## config.mk

```make
export PLATFORM = sky130hd
export DESIGN_NAME = bpsa_div
export DESIGN_NICKNAME = d
export VERILOG_FILES = /design/src/design/bpsa_div.sv
export SDC_FILE = /design/constraint.sdc
export NUM_CORES = 2
export LEC_CHECK = 0
export ABC_CLOCK_PERIOD_IN_PS = 9100
export BUFFER_PORTS_ARGS = -buffer_cell sky130_fd_sc_hd__buf_2
export CAP_MARGIN = 10
export CELL_PAD_IN_SITES_DETAIL_PLACEMENT = 0
export CELL_PAD_IN_SITES_GLOBAL_PLACEMENT = 2
export CORE_MARGIN = 5
export CORE_UTILIZATION = 28
export DETAILED_ROUTE_END_ITERATION = 8
export PLACE_DENSITY = 0.56
export SYNTH_ARGS = -nofsm -noshare
export SYNTH_HDL_FRONTEND = slang
export SYNTH_SLANG_ARGS = --single-unit
```

## constraint.sdc

```tcl
create_clock -name clock -period 9.1 [get_ports clock]
set_input_delay 1.82 -clock clock [delete_from_list [all_inputs] [get_ports clock]]
set_output_delay 1.82 -clock clock [all_outputs]
set_load 0.1 [all_outputs]
```

## src/design/bpsa_div.sv

```systemverilog
// Pipelined restoring divider, one quotient bit per stage, max(QW, LAT) stages.
// Standalone; the caller supplies the top remainder and the low dividend bits.
`default_nettype none
module bpsa_div #(
   parameter int DW  = 16,
   parameter int QW  = 24,
   parameter int LAT = 24
) (
   input  wire logic          clock,
   input  wire logic          en,
   input  wire logic [DW-1:0] rem_init,
   input  wire logic [QW-1:0] num_lo,
   input  wire logic [DW-1:0] den,
   output logic      [QW-1:0] quo
);
   logic [DW-1:0] rem_ff [QW];
   logic [QW-1:0] lo_ff  [QW];
   logic [DW-1:0] den_ff [QW];
   logic [QW-1:0] q_ff   [QW];

   for (genvar k = 0; k < QW; k++) begin : g_step
      logic [DW-1:0] src_rem, src_den, rem_in;
      logic [QW-1:0] src_lo, src_q, q_in;
      logic [DW:0]   trial, diff;
      logic          ge;
      if (k == 0) begin : g_first
         assign src_rem = rem_init;
         assign src_lo  = num_lo;
         assign src_den = den;
         assign src_q   = '0;
      end else begin : g_next
         assign src_rem = rem_ff[k-1];
         assign src_lo  = lo_ff[k-1];
         assign src_den = den_ff[k-1];
         assign src_q   = q_ff[k-1];
      end
      always_comb begin
         trial  = {src_rem, src_lo[QW-1]};
         ge     = trial >= {1'b0, src_den};
         diff   = trial - {1'b0, src_den};
         rem_in = ge ? diff[DW-1:0] : trial[DW-1:0];
         q_in   = {src_q[QW-2:0], ge};
      end
      always_ff @(posedge clock) begin
         if (en) begin
            rem_ff[k] <= rem_in;
            lo_ff[k]  <= {src_lo[QW-2:0], 1'b0};
            den_ff[k] <= src_den;
            q_ff[k]   <= q_in;
         end
      end
   end

   if (LAT > QW) begin : g_pad
      logic [QW-1:0] dly_ff [LAT-QW];
      always_ff @(posedge clock) begin
         if (en) begin
            dly_ff[0] <= q_ff[QW-1];
            for (int i = 1; i < LAT-QW; i++) dly_ff[i] <= dly_ff[i-1];
         end
      end
      assign quo = dly_ff[LAT-QW-1];
   end else begin : g_nopad
      assign quo = q_ff[QW-1];
   end
endmodule
`default_nettype wire

```

* After elaboration in Yosys (flattened, before gate mapping) *
Memories as Yosys holds them, arrays and structs flattened.
Index checks and enable logic that the tools add are counted.
Widths: inputs -> output; s select.

storage, ports and cells
  register bits after elaboration = 0
  latch bits = 0
  memory bits (writable) = 1896
  memory bits (read-only) = 0
  input bits = 58
  output and inout bits = 24
  logic and storage cells = 78
  memories kept = 4

memory list
  name    words  bits a word  read ports  clocked after memory_dff  wr ports  line  RTL
  q_ff    24     24           24          0                         24        19    logic [QW-1:0] q_ff [QW];
  lo_ff   24     23           23          0                         24        17    logic [QW-1:0] lo_ff [QW];
  den_ff  24     16           23          0                         24        18    logic [DW-1:0] den_ff [QW];
  rem_ff  24     16           23          0                         24        16    logic [DW-1:0] rem_ff [QW];

operators by class
  add/subtract/negate cells = 24
  multipliers = 0
  div/mod/pow operators = 0
  $lt $le $gt $ge = 24
  equality and inequality tests = 0
  shift operators = 0
  mux-type cells = 26
  bitwise operators = 0
  reductions and logical operators = 0

operator list
  cell            number
  $ge 17x16->1    24
  $mux 16         24
  $sub 16x16->16  24
  $mux 1          2

* Longest topological paths before layout *
An unclocked memory read counts as a cell.

  depth after elaboration = 3
  depth in mapped cells = 13

* Least setup slack after synthesis *
OpenSTA, ideal clock, no wires.

  path kind = input -> register
  start point = input den[1]
  end point = memory rem_ff[0][10] (data pin)
  library setup time = 0.260 ns
  arrival = 3.945 ns
  data required time = 8.840 ns
  slack = 4.895 ns
  cell stages on the path = 12
  path buffers = 1
  path through = inv_1 ha_1 nor2b_1 o21ai_1 a21boi_1 or3_1 a21oi_2 o31ai_1 o311ai_2 nand2_2 buf_6 mux2_2

RTL lines
  item         line  RTL
  from (decl)  13    input wire logic [DW-1:0] den,
  to (decl)    16

==> summary.txt <==
Outcome
  • Status: finished, final reports clean

Clocking
  • Post-CTS Resized: 0
  • Clk_lat worst skew: 0.79 ns
  • Clock root cell: clkbuf_16
  • Total clock sinks: approximately 1300
  • Max Root-Sink Buffers: 3
  • CTS tree: yes
  • Setup repair bufs after CTS: 0
  • CTS H-tree depth: 4
  • CTS buffer count: around 160
  • Post-CTS Hold Fix Bufs: 0
  • Clock slew seen by the registers of the worst setup and hold paths: 0.06 ns

Critical path
  • Worst setup SP type: flip-flop
  • Slowest CP cell: nor4_1
  • CP Class: reg2reg
  • Worst path top cell family by delay: simple AND/OR/NAND/NOR gates
  • Worst-path cell chain: inv_1 > ha_1 > nand4_1 > nor4_1 > or4_1 > o21a_1 > mux2_2
  • Largest stage delay on the critical path: 1.10 ns
  • Required @ worst endpoint: about 9.6 ns
  • CP Capture Type: flip-flop
  • Crit-path max FO: 27
  • Crit path DAT: between 4 and 5 ns
  • Buffer and inverter count on the worst path: 1

Drt
  • DRT iter0 DRCs: 1644
  • Post-DR vias/cell: approximately 4.4
  • Via count: around 34000
  • Routed Antenna Nets: 0
  • DRT Wirelength: about 120000 um
  • WL/cell: around 16 um
  • Drc violations: 0
  • 1st-pass router iterations: 5

Global routing
  • Global-route usage over all layers: between 10 and 15%
  • GRT Residual Overflow: 0
  • First-pass GRT wire length: 197000 um
  • Largest net degree at the start of global routing: 191
  • Initial antenna violation count: 1
  • Vias in the first global route: roughly 35000

Placement
  • Final Wtd Congestion: roughly 0.77
  • Port bufs: 81
  • Post-DP HPWL: just under 90000 um

Layout
  • Fin nets: roughly 5200
  • Fillers: between 20000 and 25000
  • Post-Route Utilization: about a third
  • Area Growth Syn to Fin: 14.7%
  • Layout cells sized above 1: between 10% and 20%

Timing
  • Final setup violation count: 0
  • RSZ-0062 raised after global routing: no
  • Period utilisation layout: 43.4%
  • Slew of the pin with the lowest slew margin: ~1.3 ns
  • Pins Over Slew Limit: 0
  • Post-route setup TNS: 0 ns
  • Min Tclk post-route: between 3 and 4 ns
  • Final Hold Vio Count: 0
  • Slew headroom: ~15%
  • Fin Clk Skew: around 0.038 ns
  • Max Clk Rate: 0.253 GHz

Pwr
  • PD cells: around 340 mW/mm2
  • P_leak: about 0.027 uW
  • VDD IR-drop max: 0.000157 V

Synthesis
  • Most common cell in the netlist: edfxtp_1
  • Top cell type's share of synthesized area: 63.9%
  • Ranking of synthesized cells by area: edfxtp_1, ha_1, mux2_2
  • Register area share after synthesis: a little under two thirds
  • Synthesized flop and latch total: between 1000 and 1500
  • Syn avg cell area: 13.7 um2
  • Ys async rst share: 0%
  • Cells after synthesis: 4496
  • Biggest area consumer among synthesized cells: edfxtp_1
  • Synthesis Warnings: 0
  • Post-synth cell types: 83
  • Top_reg_cell synth: edfxtp_1
  • Most frequent cells after synthesis: edfxtp_1, inv_1, ha_1, nor2_1, a21oi_1
  • Netlist Area Pre-Place: 0.0617 mm2
  • Syn Nets: slightly below 5000
  • EDFF count, synth: 1312

Run
  • Max-cap violations: 0

Die
  • Total die area: approximately 0.23 mm2
  • Rows: 172
  • Die Y-Extent: between 400 and 500 um
  • Initial Util: ~28%
  • Io pins: 82
  • Core area: 0.220 mm2
  • Die X: about 480 um

Worst hold path
  • HP Class: reg2reg
[layout make-up]
cell class	count	area (um2)	area share [%]
sequential	1312	39400	55.7
multi-input combinational	2642	20200	28.5
clock buffer	194	4170	5.90
tap	2871	3590	5.08
inverter	483	1810	2.56
clock inverter	99	967	1.37
timing repair buffer	100	663	0.937
antenna	2	5.00	0.00707
[where the power goes]
group	total [uW]	internal [uW]	switching (uW)
Sequential	9120	8470	645
Combinational	8620	3990	4630
Clock	6200	3590	2610
[metrics by stage]
stage | hold WS [ns] | instance area, um2 | std cells | worst slack, ns | power (uW)
after floorplan | 0.400 | 61700 | 4496 | 4.90 | 15800
after global placement | 0.401 | 65600 | 7408 | 4.28 | 18000
after detailed placement | 0.405 | 65600 | 7408 | 4.31 | 18000
after CTS | 0.388 | 70800 | 7701 | 5.17 | 24400
after global routing | 0.385 | 70800 | 7702 | 4.79 | 25700
final | 0.385 | 70800 | 7703 | 5.15 | 23900
[metal layers]
| metal | up-vias | routed length, um | track usage (%) |
|---|---|---|---|
| li1 | 17118 | - | - |
| met1 | 16456 | 57100 | 13.9 |
| met2 | 378 | 59300 | 18.0 |
| met3 | 199 | 4320 | 2.17 |
| met4 | 0 | 3200 | 3.36 |
| met5 | - | 0 | 0 |
[layout by cell type, fill, tap and decap left out, drive strengths merged, types with 30 or more instances in the layout]
| cell | n |
|---|---|
| edfxtp | 1312 |
| inv | 493 |
| ha | 384 |
| nor2 | 277 |
| a21oi | 259 |
| mux2 | 223 |
| nand2 | 199 |
| clkbuf | 194 |
| o21ai | 187 |
| xnor2 | 167 |
| buf | 100 |
| a21o | 98 |
| xor2 | 86 |
| clkinv | 72 |
| o21a | 68 |
| nor2b | 65 |
| nand3 | 63 |
| nor3 | 55 |
| nand4 | 49 |
| nand2b | 39 |
| mux2i | 35 |
| a211oi | 30 |
[state kept, by name (all words and copies together) (netlist names)]
signal and cells:
den_ff 368, rem_ff 368, q_ff 300, lo_ff 276
[logic make-up (layout without fill, tap and decap cells)]
kind of cell	count (synthesis)	count (layout)	share of synthesized area (%)
buffers and inverters	542	876	3.47
multiplexers	258	258	4.68
AO/OA/AOI/OAI	861	861	9.10
XOR/XNOR	253	253	3.59
other	0	2	0
adder cells (fa/ha/maj)	407	407	8.54
flip-flops	1312	1312	63.9
AND/OR/NAND/NOR	863	863	6.75
[path summary, 6_finish.rpt]
path	from	endpoint	slack [ns]	depth (start not counted)
min reg2reg	lo_ff[1][30]	lo_ff[1][54]	0.39	0
max reg2reg	den_ff[0][21]	rem_ff[0][39]	5.15	7
max	den_ff[0][21]	rem_ff[0][39]	5.15	7
min	lo_ff[1][30]	lo_ff[1][54]	0.39	0
Note: power is estimated with default switching activity, not from simulation.
